==> config.mk <==
export PLATFORM = sky130hd
export DESIGN_NAME = sflc_step
export DESIGN_NICKNAME = d
export VERILOG_FILES = /design/src/rtl/sflc_pkg.sv /design/src/rtl/sflc_step.sv
export SDC_FILE = /design/constraint.sdc
export NUM_CORES = 1
export LEC_CHECK = 0
export BUFFER_PORTS_ARGS = -buffer_cell sky130_fd_sc_hd__buf_2
export CAP_MARGIN = 10
export CORE_UTILIZATION = 60
export DETAILED_ROUTE_END_ITERATION = 12
export GPL_TIMING_DRIVEN = 1
export PLACE_DENSITY = 0.95
export SKIP_CTS_REPAIR_TIMING = 1
export SYNTH_ARGS = -nofsm -noshare
export SYNTH_HDL_FRONTEND = slang
export SYNTH_SLANG_ARGS = --single-unit
==> constraint.sdc <==
create_clock -name clk -period 5.8 [get_ports clk]
set_input_delay 0.29 -clock clk [delete_from_list [all_inputs] [get_ports clk]]
set_output_delay 0.29 -clock clk [all_outputs]
set_load 0.03 [all_outputs]
==> src/rtl/sflc_pkg.sv <==
// Shared types and codes for the serial frame link controller.
`default_nettype none

package sflc_pkg;

	typedef enum logic [2:0] {
		CMD_ENABLE   = 3'd0,
		CMD_DISABLE  = 3'd1,
		CMD_RX_BYTE  = 3'd2,
		CMD_TIMEOUT  = 3'd3,
		CMD_TRANSMIT = 3'd4,
		CMD_TX_EMPTY = 3'd5,
		CMD_BUF_WR   = 3'd6,
		CMD_RESERVED = 3'd7
	} cmd_t;

	localparam logic [1:0] IRQ_NONE    = 2'd0;
	localparam logic [1:0] IRQ_ENABLE  = 2'd1;
	localparam logic [1:0] IRQ_DISABLE = 2'd2;

	// Buffer accesses for one beat, in full byte addresses.
	typedef struct packed {
		logic       rx_we;
		logic       tx_we;
		logic [7:0] waddr;
		logic [7:0] wdata;
		logic       rd_ok;
		logic [7:0] rd_pos;
		logic       sep;
	} step_req_t;

	// Control and status fields after the step.
	typedef struct packed {
		logic        tx_valid;
		logic        timeout_start;
		logic [1:0]  tx_irq_control;
		logic        driver_disable;
		logic        phy_enable;
		logic [1:0]  link_status;
		logic [8:0]  received_length;
		logic [31:0] rx_frames;
		logic [31:0] tx_frames;
	} step_res_t;

	localparam int unsigned OUT_W = 104;

endpackage

`default_nettype wire

==> src/rtl/sflc_step.sv <==
// Link state machine, counters and buffer access requests for each beat.
`default_nettype none

module sflc_step #(
	parameter int unsigned BUFFER_DEPTH = 256
) (
	input  wire logic                 clk,
	input  wire logic                 arst_n,
	input  wire logic                 cfg_we,
	input  wire logic                 cfg_wdata,
	input  wire logic                 fire,
	input  wire logic [2:0]           command,
	input  wire logic [7:0]           data,
	input  wire logic [7:0]           index,
	input  wire logic [7:0]           length,
	output sflc_pkg::step_req_t       req,
	output sflc_pkg::step_res_t       res
);

	typedef enum logic [1:0] {
		ST_DISABLED  = 2'd0,
		ST_RECEIVING = 2'd1,
		ST_COMPLETE  = 2'd2,
		ST_TRANSMIT  = 2'd3
	} link_state_t;

	localparam logic [8:0] DEPTH9 = 9'(BUFFER_DEPTH);

	link_state_t   state_q, state_d;
	logic          sep_q;
	logic [8:0]    rx_count_q, rx_count_d;
	logic [7:0]    tx_total_q, tx_total_d;
	logic [7:0]    tx_position_q, tx_position_d;
	logic [31:0]   rx_frames_q, rx_frames_d;
	logic [31:0]   tx_frames_q, tx_frames_d;
	logic [8:0]    len_sat;
	logic          tx_valid, tmo_start, drv_off, phy_on;
	logic [1:0]    irq;
	sflc_pkg::cmd_t cmd;

	assign cmd     = sflc_pkg::cmd_t'(command);
	assign len_sat = ({1'b0, length} > DEPTH9) ? DEPTH9 : {1'b0, length};

	always_comb begin
		state_d       = state_q;
		rx_count_d    = rx_count_q;
		tx_total_d    = tx_total_q;
		tx_position_d = tx_position_q;
		rx_frames_d   = rx_frames_q;
		tx_frames_d   = tx_frames_q;
		tx_valid      = 1'b0;
		tmo_start     = 1'b0;
		drv_off       = 1'b0;
		phy_on        = 1'b0;
		irq           = sflc_pkg::IRQ_NONE;
		req.rx_we     = 1'b0;
		req.tx_we     = 1'b0;
		req.waddr     = index;
		req.wdata     = data;
		req.rd_pos    = 8'd0;
		req.sep       = sep_q;
		req.rd_ok     = ({1'b0, index} < DEPTH9);
		unique case (cmd)
			sflc_pkg::CMD_ENABLE: begin
				if (state_q == ST_DISABLED) begin
					state_d = ST_RECEIVING;
					phy_on  = 1'b1;
				end
			end
			sflc_pkg::CMD_DISABLE: begin
				state_d = ST_DISABLED;
			end
			sflc_pkg::CMD_RX_BYTE: begin
				if (state_q == ST_RECEIVING) begin
					// store while there is room, restart the timer regardless
					if (rx_count_q < DEPTH9) begin
						req.rx_we  = 1'b1;
						req.waddr  = rx_count_q[7:0];
						rx_count_d = rx_count_q + 9'd1;
					end
					tmo_start = 1'b1;
				end
			end
			sflc_pkg::CMD_TIMEOUT: begin
				if (state_q == ST_TRANSMIT) begin
					drv_off    = 1'b1;
					rx_count_d = 9'd0;
					state_d    = ST_RECEIVING;
				end else if (state_q == ST_RECEIVING && rx_count_q != 9'd0) begin
					rx_frames_d = rx_frames_q + 32'd1;
					state_d     = ST_COMPLETE;
				end
			end
			sflc_pkg::CMD_TRANSMIT: begin
				if (state_q != ST_DISABLED) begin
					if (length != 8'd0) begin
						tx_total_d    = len_sat[7:0];
						state_d       = ST_TRANSMIT;
						tx_position_d = 8'd1;
						tx_valid      = 1'b1;
						irq           = sflc_pkg::IRQ_ENABLE;
						tx_frames_d   = tx_frames_q + 32'd1;
					end else begin
						rx_count_d = 9'd0;
						state_d    = ST_RECEIVING;
					end
				end
			end
			sflc_pkg::CMD_TX_EMPTY: begin
				if (tx_position_q < tx_total_q) begin
					tx_valid      = 1'b1;
					req.rd_pos    = tx_position_q;
					tx_position_d = tx_position_q + 8'd1;
				end else begin
					irq = sflc_pkg::IRQ_DISABLE;
				end
			end
			sflc_pkg::CMD_BUF_WR: begin
				if ({1'b0, index} < DEPTH9) begin
					req.rx_we = ~sep_q;
					req.tx_we = sep_q;
				end
			end
			sflc_pkg::CMD_RESERVED: begin
				state_d = state_q;
			end
			default: begin
				state_d = state_q;
			end
		endcase
	end

	always_comb begin
		res.tx_valid        = tx_valid;
		res.timeout_start   = tmo_start;
		res.tx_irq_control  = irq;
		res.driver_disable  = drv_off;
		res.phy_enable      = phy_on;
		res.link_status     = state_d;
		res.received_length = rx_count_d;
		res.rx_frames       = rx_frames_d;
		res.tx_frames       = tx_frames_d;
	end

	always_ff @(posedge clk or negedge arst_n) begin
		if (!arst_n) begin
			state_q       <= ST_DISABLED;
			sep_q         <= 1'b0;
			rx_count_q    <= 9'd0;
			tx_total_q    <= 8'd0;
			tx_position_q <= 8'd0;
			rx_frames_q   <= 32'd0;
			tx_frames_q   <= 32'd0;
		end else begin
			if (cfg_we) begin
				sep_q <= cfg_wdata;
			end
			if (fire) begin
				state_q       <= state_d;
				rx_count_q    <= rx_count_d;
				tx_total_q    <= tx_total_d;
				tx_position_q <= tx_position_d;
				rx_frames_q   <= rx_frames_d;
				tx_frames_q   <= tx_frames_d;
			end
		end
	end

	a_rx_count_bound: assert property (@(posedge clk) disable iff (!arst_n)
		rx_count_q <= DEPTH9)
		else $error("receive count beyond buffer depth");

	a_tx_pos_bound: assert property (@(posedge clk) disable iff (!arst_n)
		tx_position_q <= tx_total_q)
		else $error("transmit position past frame length");

	a_tmo_in_tx: assert property (@(posedge clk) disable iff (!arst_n)
		fire && cmd == sflc_pkg::CMD_TIMEOUT && state_q == ST_TRANSMIT
		|=> state_q == ST_RECEIVING && rx_count_q == 9'd0)
		else $error("timeout while transmitting did not free the receiver");

	a_rx_ignored: assert property (@(posedge clk) disable iff (!arst_n)
		fire && cmd == sflc_pkg::CMD_RX_BYTE && state_q != ST_RECEIVING
		|=> $stable(rx_count_q))
		else $error("byte stored outside the receiving state");

endmodule

`default_nettype wire

After elaboration in Yosys (flattened, before gate mapping):

Cells that the tools add are included.

* output and inout bits: 109
* bits in latches: 0
* memory bits (read-only): 0
* memory bits (writable): 0
* bits of input ports: 32
* word-level logic and storage cells: 81
* register bits: 92
* memories kept: 0

* muxes and demuxes: 46
* shift operators: 0
* bitwise logic cells: 1
* multipliers: 0
* div/mod/pow operators: 0
* reductions and logical operators: 9
* equal/unequal tests: 11
* order comparisons: 3
* $add $sub $neg: 4

Operators with widths (number)
* two-way mux 32 bit: 6
* two-way mux 8 bit: 9
* adder 32 x 1 -> 32 bit (second input constant): 2
* two-way mux 9 bit: 5
* one-hot mux 9 bit (3 select lines): 1
* one-hot mux 8 bit (2 select lines): 1
* two-way mux 1 bit: 14
* two-way mux 2 bit: 6
* adder 9 x 1 -> 9 bit (second input constant): 1
* equality test 3 bit (second input constant): 3
* greater-than comparator 8 x 9 -> 1 bit (second input constant): 1
* < comparator 9 bit (second input constant): 1
* nonzero test 9 bit: 1
* adder 8 x 1 -> 8 bit (second input constant): 1
* < comparator 8 bit: 1
* one-hot mux 2 bit (4 select lines): 1
* nonzero test 8 bit: 1
* equality test 3 x 2 -> 1 bit (second input constant): 2
* inequality test 2 bit (second input constant): 3
* AND reduction 5 bit: 1
* one-hot mux 1 bit (2 select lines): 2
* one-hot mux 2 bit (2 select lines): 1
* AND reduction 4 bit: 1
* nonzero test 2 bit: 2
* other kinds (7): 7

Logic depth before layout (Yosys ltp):

Gate-level depths: netlist of run 1.

* depth after elaboration: 5
* depth in mapped cells: 9
* depth with buffers taken out: 7

Least setup slack after synthesis of run 1:

OpenSTA, ideal clock, no wires.

* path type: reg-to-output
* start: register rx_count_q[0]
* end: output port res[63] in the netlist's numbering
* arrival time: 2563 ps
* path slack: 2947 ps
* path buffers: 0
* data required time: 5510 ps
* stages on the path, launching flop included: 8
* cell sequence: dfrtp_1 > inv_1 > ha_1 > nor4b_2 > a2111oi_2 > nand2_1 > nor3_1 > xor2_1

RTL lines
* from (decl): RTL line sflc_step.sv:31 `logic [8:0] rx_count_q, rx_count_d;`
* from (signal assigned): RTL line sflc_step.sv:160 `rx_count_q <= rx_count_d;`
* to (decl): RTL line sflc_step.sv:17 `output sflc_pkg::step_res_t res`

==> results of run 1 <==
==> flip-flops by register name, summed over array words and instances, names as in the netlist <==
signal	flops
rx_frames_q	32
tx_frames_q	32
sep_q	1
rx_count_q	9
tx_total_q	8
tx_position_q	8
state_q	2
==> kinds of logic after synthesis <==
logic type / count (synthesis) / synth area share
other cells: 1 / 0.0005978
compound gates: 78 / 0.09274
mux: 20 / 0.03450
simple gates: 305 / 0.2519
fa+ha+maj: 12 / 0.02393
xor+xnor: 125 / 0.1745
flops: 92 / 0.3670
buf+inv: 72 / 0.05484
==> Yosys cell counts (4+ instances only) <==
library cell | n | area (sq um)
nand3_1 | 44 | 220.2
nor3_1 | 17 | 85.08
buf_4 | 14 | 105.1
nor2_1 | 60 | 225.2
mux2_2 | 9 | 101.4
and2_1 | 18 | 112.6
xor2_1 | 41 | 359.1
a31oi_1 | 5 | 31.28
and3_1 | 17 | 106.4
dfrtp_1 | 92 | 2302
or3_1 | 4 | 25.02
clkbuf_1 | 20 | 75.07
nand4_1 | 21 | 131.4
o2bb2ai_1 | 8 | 70.07
ha_1 | 12 | 150.1
nor4_1 | 8 | 50.05
a211oi_1 | 4 | 30.03
inv_1 | 23 | 86.33
mux2i_1 | 10 | 100.1
nand2_1 | 78 | 292.8
o21ai_0 | 26 | 130.1
buf_2 | 10 | 50.05
nand2b_1 | 10 | 62.56
and4_1 | 11 | 96.34
a21oi_1 | 9 | 45.04
xnor2_1 | 84 | 735.7
o31ai_1 | 5 | 37.54
==> worst max path at each step <==
| stage | startpoint | to | depth (start not counted) |
|---|---|---|---|
| floorplan | rx_count_q[0] | res[63] | 7 |
| global placement | rx_count_q[0] | res[63] | 8 |
| detailed placement | rx_count_q[0] | res[63] | 8 |
| CTS | rx_count_q[0] | res[63] | 8 |
| global route | rx_count_q[0] | res[63] | 8 |
| finish | rx_count_q[0] | res[63] | 8 |
==> final cells by class <==
| cell class | count | area share |
|---|---|---|
| well taps | 133 | 0.02350 |
| multi-input cells | 541 | 0.5122 |
| inverters | 25 | 0.01325 |
| clock inverters | 6 | 0.01572 |
| flip-flops and latches | 92 | 0.3251 |
| repair buffers | 126 | 0.09081 |
| clock buffers | 10 | 0.01943 |
==> per-stage QoR <==
stage | std cells | utilization | setup WS [ps] | cell area [sq um]
2_1_floorplan | 705 | - | 2947 | 6274
3_3_place_gp | 916 | 0.6854 | 2802 | 6823
3_5_place_dp | 916 | 0.6854 | 2643 | 6823
4_1_cts | 932 | 0.7104 | 2243 | 7072
5_1_grt | 933 | 0.7114 | 1914 | 7082
6_report | 933 | 0.7114 | 2218 | 7082
==> routing by layer <==
layer / wire [microns] / share of wire
met1: 6351 / 0.44
met2: 7136 / 0.50
met3: 678 / 0.047
met4: 142 / 0.0099
met5: 0 / 0
==> report_power, final <==
part | switching, W | internal, W | total (W)
Combinational | 0.000369 | 0.000202 | 0.000571
Sequential | 0.000111 | 0.000721 | 0.000832
Clock | 0.000227 | 0.000298 | 0.000525
Total | 0.000707 | 0.00122 | 0.00193
==> critical path, cell delays in order (launching register included) <==
cell       delay, ps
dfrtp_1          470
inv_1             90
ha_1             190
nor4b_2          220
a2111oi_2        870
nand2_1          400
nor3_1           320
xor2_1           170
buf_2            210
==> reports/metrics.yaml, run 1 <==
run_status:
  status: "completed"
floorplanning:
  io_pins: 141
  num_rows: 36
  die_area_sq_mm: 0.01087
  core_sq_mm: 0.009955
  die_h_microns: 104.3
  start_util: 0.6302
  die_w_microns: 104.3
routing:
  num_vias: 5394
  wl_per_cell_microns: 15.34
  drt-total-wl_microns: 14310
  drt_iter0_markers: 273
  viasPerCell: 5.781
  drt-pass1-iter-count: 5
  drtAntennaViolNets: 0
  drc: 0
setup_path:
  critPathKind: "flop to output port"
  critPathCaptureType: "output port"
  path_max_fanout: 9
  reg2reg_depth: 7
  rr_endpoint: "rx_frames_q[13]"
  crit_path_start_kind: "flop"
  worstReg2RegStart: "rx_count_q[0]"
  reg2reg_setup_slack_ps: 3190
  crit_arrival_ps: 3290
  crit_required_ps: 5510
logic_synthesis:
  ys_seq_area_frac: 0.3670
  synth_cells: 705
  postSynth.asyncResetShare: 1.000
  synth-edff-count: 0
  ys_warn_count: 0
  synthDistinctLibCells: 65
  synth_seq_cells: 92
  synth_area_sq_mm: 0.006274
  syn_area_per_cell_sq_um: 8.899
  syn_nets: 749
  synth-main-ff-cell: "dfrtp_1"
power:
  power_w: 0.001929
  peakVddDrop_uv: 188.8
  p_leak_nw: 3.395
  power_density_mw_per_mm2: 272.3
sta:
  hold_violations: 0
  setup_viol_count_final: 0
  layout_min_cycle_time_ps: 3582
  slew_headroom: 0.2412
  period_share: 0.6176
  tns_ps: 0
  whs_ps: 167.7
  fin_skew_ps: 12.50
  worst_pin_slew_ps: 1134
  rsz0062_at_grt: "false"
  maxSlewViolCount: 0
  timing.fmax_mhz: 279.2
finish:
  insertedDiodeCount: 0
  multi_input_area_sq_mm: 0.003627
  area_delta_synth_final_pct: 12.88
  final_cell_mix: "122 x buf_2, 92 x dfrtp_1, 84 x xnor2_1, 78 x nand2_1, 60 x nor2_1"
  drive_above_1_share: 0.2100
  fin_nets: 839
  regArea_sq_mm: 0.002302
  final_common_cell: "buf_2"
  nFillCells: 785
grt:
  globalRoute.totalOverflow: 0
  grt_pass1_wl_microns: 23980
  grt_busiest_layer: "met2"
  grt_start_max_net_pins: 69
  globalRouteMet2Util: 0.4552
  grtUsageMet3: 0.04135
  gr-usage-met1: 0.3550
  grt.total_usage: 0.2678
  antenna_found_initial: 0
  grt_pass1_vias: 5114
worst_hold_path:
  hold_path.class: "input port to flop"
  hold_start: "cfg_wdata"
  whs_endpoint: "sep_q"
  hold_depth: 2
cts:
  clkLatencyLatePin_ps: 350
  cts_buffer_depth: 2
  clk_pin_slew_ps: 90
  ctsRootBufferMaster: "clkbuf_8"
  h-tree-depth: 3
  numCtsBuffers: 9
  cts_tree: "built"
  cts.sinks: 92
placed_design:
  dp_hpwl_microns: 10200
  port_buffers: 123
  gp_congestion: 0.8643
run:
  maxCapViolCount: 0
Power figures use the tool's default switching activity.
==> run 2: changes to the inputs <==
--- a/config.mk
+++ b/config.mk
@@ -5,12 +5,13 @@
 export SDC_FILE = /design/constraint.sdc
 export NUM_CORES = 1
 export LEC_CHECK = 0
+export ABC_AREA = 1
 export BUFFER_PORTS_ARGS = -buffer_cell sky130_fd_sc_hd__buf_2
 export CAP_MARGIN = 10
-export CORE_UTILIZATION = 60
+export CORE_UTILIZATION = 56
 export DETAILED_ROUTE_END_ITERATION = 12
 export GPL_TIMING_DRIVEN = 1
-export PLACE_DENSITY = 0.95
+export PLACE_DENSITY = 0.94
 export SKIP_CTS_REPAIR_TIMING = 1
 export SYNTH_ARGS = -nofsm -noshare
 export SYNTH_HDL_FRONTEND = slang
==> constraint.sdc (replaced) <==
create_clock -name clk -period 3.3 [get_ports clk]
set_input_delay 0.165 -clock clk [delete_from_list [all_inputs] [get_ports clk]]
set_output_delay 0.165 -clock clk [all_outputs]
set_load 0.03 [all_outputs]
==> run 2 against run 1 <==
- register-to-register slack worse by 1900 ps
- sequential share of layout area shrank 1.6 points
- first-iteration DRC count rose by 74%
- routed wire length increased by 17%
- non-clock buffer count increased by 2
==> reports/metrics.yaml, run 2 <==
run_status:
  status: "completed"
power:
  peakVddDrop_uv: 473.8
  power_density_mw_per_mm2: 435.4
  p_leak_nw: 4.026
logic_synthesis:
  synth_commonest_cells: "344 x nand2_1, 106 x inv_1, 98 x nor2_1, 92 x dfrtp_1, 65 x nand3_1"
  ys_warn_count: 0
  synth-main-ff-cell: "dfrtp_1"
  synth_area_sq_mm: 0.006528
  synthDistinctLibCells: 42
  syn_nets: 1029
  synth_top_area_share: 0.3527
  yosysMostFrequentCell: "nand2_1"
  synth_cells: 985
  syn_area_per_cell_sq_um: 6.627
  synth_seq_cells: 92
  synth_area_leader_cell: "dfrtp_1"
  ys_seq_area_frac: 0.3527
  postSynth.asyncResetShare: 1.000
  synth-edff-count: 0
  ys_top_cells_by_area: "dfrtp_1 35%, nand2_1 20%, inv_1 6.1%"
finish:
  fin_nets: 1132
  area_delta_synth_final_pct: 14.18
  final_core_util: 0.6556
  biggestRegsByFlops: "rx_frames_q (32), tx_frames_q (32), rx_count_q (9)"
  final_cell_mix: "344 x nand2_1, 122 x buf_2, 105 x inv_1, 98 x nor2_1, 92 x dfrtp_1"
  final_common_cell: "nand2_1"
  insertedDiodeCount: 0
  drive_above_1_share: 0.1687
routing:
  drt-pass1-iter-count: 5
  wl_per_cell_microns: 13.54
  drt-total-wl_microns: 16710
  drtAntennaViolNets: 0
  drt_iter0_markers: 474
  viasPerCell: 5.300
  drc: 0
  num_vias: 6540
grt:
  antenna_found_initial: 0
  grt_pass1_wl_microns: 28300
  globalRoute.totalOverflow: 0
  grt.total_usage: 0.3022
  grt_start_max_net_pins: 71
  grt_pass1_vias: 6150
sta:
  whs_ps: 10.38
  timing.fmax_mhz: 396.3
  setup_viol_count_final: 0
  worst_pin_slew_ps: 837.1
  hold_violations: 0
  fin_skew_ps: 7.168
  tns_ps: 0
  maxSlewViolCount: 0
  slew_headroom: 0.4420
  rsz0062_at_grt: "false"
  layout_min_cycle_time_ps: 2523
  period_share: 0.7646
floorplanning:
  die_area_sq_mm: 0.01209
  die_w_microns: 110.0
  io_pins: 141
  die_h_microns: 110.0
  num_rows: 39
  core_sq_mm: 0.01137
  start_util: 0.5741
setup_path:
  reg2reg_setup_slack_ps: 1330
  crit_arrival_ps: 2360
  path_max_fanout: 10
  worstReg2RegStart: "state_q[1]"
  crit_path_start_kind: "flop"
  reg2reg_depth: 11
  rr_endpoint: "tx_frames_q[13]"
  critPathKind: "flop to output port"
  critPathCaptureType: "output port"
  critPathMaxStageDelay_ps: 410
  crit_required_ps: 3130
  slowest_stage: "dfrtp_1"
  crit_chain: "inv_1 -> ha_1 -> nand2_1 -> nor2_1 -> nand2_1 -> nand3_4 -> nor2_1 -> nand3_1 -> nand2_1 -> and2_1 -> buf_2"
  critPathMostFrequentCell: "nand2_1"
worst_hold_path:
  whs_endpoint: "sep_q"
  hold_start: "cfg_we"
  hold_depth: 2
  hold_path.class: "input port to flop"
cts:
  ctsRootBufferMaster: "clkbuf_16"
  numCtsBuffers: 9
  cts_tree: "built"
  clkLatencyLatePin_ps: 350
  h-tree-depth: 3
  clk_pin_slew_ps: 60
  cts_buffer_depth: 2
  cts.sinks: 92
placed_design:
  port_buffers: 123
  dp_hpwl_microns: 12550
  gp_congestion: 1.013
run:
  maxCapViolCount: 0
## run 2: cell count changes in the layout (fill, tap and decap cells not counted), moves of 15 or more
| cell | before | now |
|---|---|---|
| and3_1 | 17 | 0 |
| inv_1 | 23 | 105 |
| nand2_1 | 78 | 344 |
| nand3_1 | 44 | 65 |
| nor2_1 | 60 | 98 |
| o21ai_0 | 26 | 54 |
| o21ai_1 | 0 | 15 |
| xnor2_1 | 84 | 10 |
## run 2: cell type report
class	instances	area (sq um)
Clock inverter	2	35.03
Fill cell	1006	3916
Tap cell	143	178.9
Inverter	119	446.7
Multi-Input combinational cell	738	3576
Timing Repair Buffer	128	658.1
Sequential cell	92	2302
Clock buffer	12	256.5
## run 2: worst max path at each step
| stage | endpoint | start | slack (ps) |
|---|---|---|---|
| after floorplan | rx_count_q[7] | state_q[1] | 1210 |
| after global placement | res[54] | rx_count_q[0] | 1220 |
| after detailed placement | res[54] | rx_count_q[0] | 1160 |
| after CTS | res[54] | rx_count_q[0] | 770 |
| after global routing | res[54] | rx_count_q[0] | 550 |
| final | res[54] | rx_count_q[0] | 780 |
## run 2: metrics by stage
step           setup slack (ps)  power [W]  cell area [sq um]  instances
5_1_grt                   549.9   0.003428               7453       1234
2_1_floorplan              1214   0.001972               6528        985
6_report                  776.7   0.003245               7453       1234
3_5_place_dp               1165   0.002214               7152       1219
3_3_place_gp               1221   0.002187               7152       1219
4_1_cts                   768.9   0.003270               7443       1233
## run 2: cells by family after synthesis
kind of cell	Yosys count	synth area share
other	1	0.0005745
multiplexers	1	0.001725
buffers and inverters	155	0.09948
AO/OA/AOI/OAI	90	0.07380
XOR/XNOR	40	0.05597
adder cells (fa/ha/maj)	12	0.02300
AND/OR/NAND/NOR	594	0.3928
flip-flops	92	0.3527
## run 2: power by group
group	internal [W]	switching [W]	total, W
sequential	0.00126	0.000117	0.00137
clock	0.000619	0.000428	0.00105
combinational	0.000236	0.000590	0.000825
## run 2: layer usage
metal | vias to the layer above | global-route usage | routed length, microns
li1 | 3286 | - | -
met1 | 3028 | 0.3888 | 7383
met2 | 186 | 0.5018 | 7987
met3 | 40 | 0.05453 | 848
met4 | 0 | 0.1210 | 490
met5 | - | 0 | 0
## run 2: worst max-delay path: cells and delay by family (launching register included)
family                     cells  cell delay (ps)
DFF                            1              410
buffers and inverters          2              280
and+or+nand+nor                8             1110
adders and majority gates      1              200
==> run 3: changes to the inputs <==
--- a/config.mk
+++ b/config.mk
@@ -5,13 +5,13 @@
 export SDC_FILE = /design/constraint.sdc
 export NUM_CORES = 1
 export LEC_CHECK = 0
-export ABC_AREA = 1
+export ABC_AREA = 0
 export BUFFER_PORTS_ARGS = -buffer_cell sky130_fd_sc_hd__buf_2
 export CAP_MARGIN = 10
-export CORE_UTILIZATION = 56
+export CORE_UTILIZATION = 50
 export DETAILED_ROUTE_END_ITERATION = 12
 export GPL_TIMING_DRIVEN = 1
-export PLACE_DENSITY = 0.94
+export PLACE_DENSITY = 0.9
 export SKIP_CTS_REPAIR_TIMING = 1
 export SYNTH_ARGS = -nofsm -noshare
 export SYNTH_HDL_FRONTEND = slang
==> constraint.sdc (replaced) <==
create_clock -name clk -period 2.2 [get_ports clk]
set_input_delay 0.11 -clock clk [delete_from_list [all_inputs] [get_ports clk]]
set_output_delay 0.11 -clock clk [all_outputs]
set_load 0.03 [all_outputs]
==> run 3 against run 2 <==
- the flow now finishes with violations (setup timing)
- cell count shrank 13%
- sequential power grew 53%
- register-to-register slack lost 1400 ps
- via count shrank 4.3%
- clock-buffer cell count is the same
- power grew 100%
- critical path type unchanged
==> reports/metrics.yaml, run 3 (synthesis results as in run 1) <==
placed_design:
  pre_cts_ws_ps: -59.77
  port_buffers: 123
  dp_hpwl_microns: 11710
  gp_congestion: 0.8555
run_status:
  status: "finished with violations"
  violations: "setup timing"
finish:
  regArea_sq_mm: 0.002322
  final_cell_mix: "105 x buf_4, 76 x dfrtp_1, 65 x nand2_1, 65 x buf_6, 54 x xnor2_1"
  area_delta_synth_final_pct: 50.72
  biggestRegsByFlops: "rx_frames_q (32), tx_frames_q (32), rx_count_q (9)"
  fin_nets: 948
  drive_above_1_share: 0.4741
  insertedDiodeCount: 0
  nFillCells: 739
  final_core_util: 0.7807
  final_common_cell: "buf_4"
  multi_input_area_sq_mm: 0.004604
cts:
  numCtsBuffers: 9
  cts_buffer_depth: 2
  h-tree-depth: 3
  ctsRootBufferMaster: "clkbuf_16"
  clk_pin_slew_ps: 70
  clkLatencyLatePin_ps: 340
  cts.sinks: 92
  cts_tree: "built"
routing:
  drt_iter0_markers: 410
  drt-pass1-iter-count: 5
  num_vias: 6258
  wl_per_cell_microns: 18.69
  viasPerCell: 5.811
  drc: 0
  drt-total-wl_microns: 20130
  drtAntennaViolNets: 0
setup_path:
  critPathMaxStageDelay_ps: 510
  reg2reg_setup_slack_ps: -100
  worstReg2RegStart: "rx_count_q[0]"
  critPathMostFrequentCell: "buf_6"
  crit_path_start_kind: "flop"
  crit_arrival_ps: 2460
  slowest_stage: "a2111oi_4"
  path_buf_inv: 4
  path_delay_family: "buffers and inverters"
  critPathKind: "flop to output port"
  crit_chain: "inv_2 -> ha_4 -> nor4b_4 -> a2111oi_4 -> buf_4 -> buf_6 -> nand3_4 -> xnor2_2 -> buf_6"
  crit_required_ps: 2090
  critPathCaptureType: "output port"
  rr_endpoint: "state_q[1]"
  path_max_fanout: 5
  reg2reg_depth: 7
floorplanning:
  die_w_microns: 114.0
  die_area_sq_mm: 0.01300
  start_util: 0.5180
  die_h_microns: 114.0
  core_sq_mm: 0.01211
  num_rows: 40
  io_pins: 141
worst_hold_path:
  whs_endpoint: "tx_total_q[3]"
  hold_start: "length[3]"
  hold_depth: 3
  hold_path.class: "input port to flop"
sta:
  slew_headroom: 0.5232
  period_share: 1.168
  timing.fmax_mhz: 389.1
  hold_violations: 0
  maxSlewViolCount: 0
  fin_ws_ps: -370.1
  layout_min_cycle_time_ps: 2570
  rsz0062_at_grt: "true"
  worst_pin_slew_ps: 715.2
  fin_skew_ps: 9.145
  setup_viol_count_final: 69
grt:
  grt_start_max_net_pins: 93
  grtUsageMet3: 0.03294
  globalRouteMet2Util: 0.4436
  gr-usage-met1: 0.3321
  grt_pass1_vias: 5482
  grt_pass1_wl_microns: 26680
  antenna_found_initial: 0
  grt_busiest_layer: "met2"
  grt.total_usage: 0.2578
  globalRoute.totalOverflow: 0
power:
  p_leak_nw: 4.465
  power_density_mw_per_mm2: 693.3
  peakVddDrop_uv: 508.5
run:
  maxCapViolCount: 0
## run 3: cell types whose count changed in the layout (fill, tap and decap cells not counted), sizes merged, moves of 10 or more
cell,change
xnor2,+74
mux2i,+10
buf,+100
o21ai,-43
nand2b,+10
and2,+11
nand3,-23
and3,+17
xor2,+11
nand2,-274
inv,-92
nor2,-55
and4,+12
## run 3: tightest hold or removal path, cell delays in order
cell and delay (ps):
buf_2 100, nand2_1 40, o21ai_0 60
## run 3: worst max path at each step
stage	start	end	slack (ps)	cells past startpoint
after floorplan	state_q[1]	res[67]	-120	4
after global placement	rx_count_q[0]	res[63]	30	8
after detailed placement	rx_count_q[0]	res[63]	-60	8
after CTS	tx_total_q[1]	req[4]	-450	9
after global routing	rx_count_q[0]	res[58]	-420	9
final	rx_count_q[0]	res[41]	-370	9
## run 3: cell type report
cell class,instances,area share
Clock buffer,12,0.02713
Multi-Input combinational cell,543,0.4870
Timing Repair Buffer,233,0.2023
Inverter,25,0.009925
Clock inverter,4,0.005822
Sequential cell,92,0.2456
Tap cell,168,0.02223
## run 3: through the flow
| stage | TNS [ps] | instance area [sq um] | hold WS [ps] | power, W | instances |
|---|---|---|---|---|---|
| after floorplan | -593.4 | 6666 | -185.6 | 0.003466 | 705 |
| after global placement | 0 | 7830 | 199.9 | 0.004164 | 1022 |
| after detailed placement | -134.5 | 7830 | 205.0 | 0.004236 | 1022 |
| after CTS | -23890 | 8142 | -163.9 | 0.005899 | 1038 |
| after global routing | -17560 | 9455 | 11.67 | 0.006814 | 1077 |
| final | -13000 | 9455 | 6.737 | 0.006555 | 1077 |
## run 3: report_power, final
group / internal, W / switching, W / leakage (nW)
sequential: 0.00191 / 0.000196 / 1.18
clock: 0.000951 / 0.000703 / 0.149
combinational: 0.00124 / 0.00156 / 3.13
## run 3: metal layers
metal  vias to the layer above  part of all wire
met5                         -                 0
met4                         0             0.030
met3                        59             0.059
met2                       295              0.51
met1                      3080              0.40
li1                       2824                 -
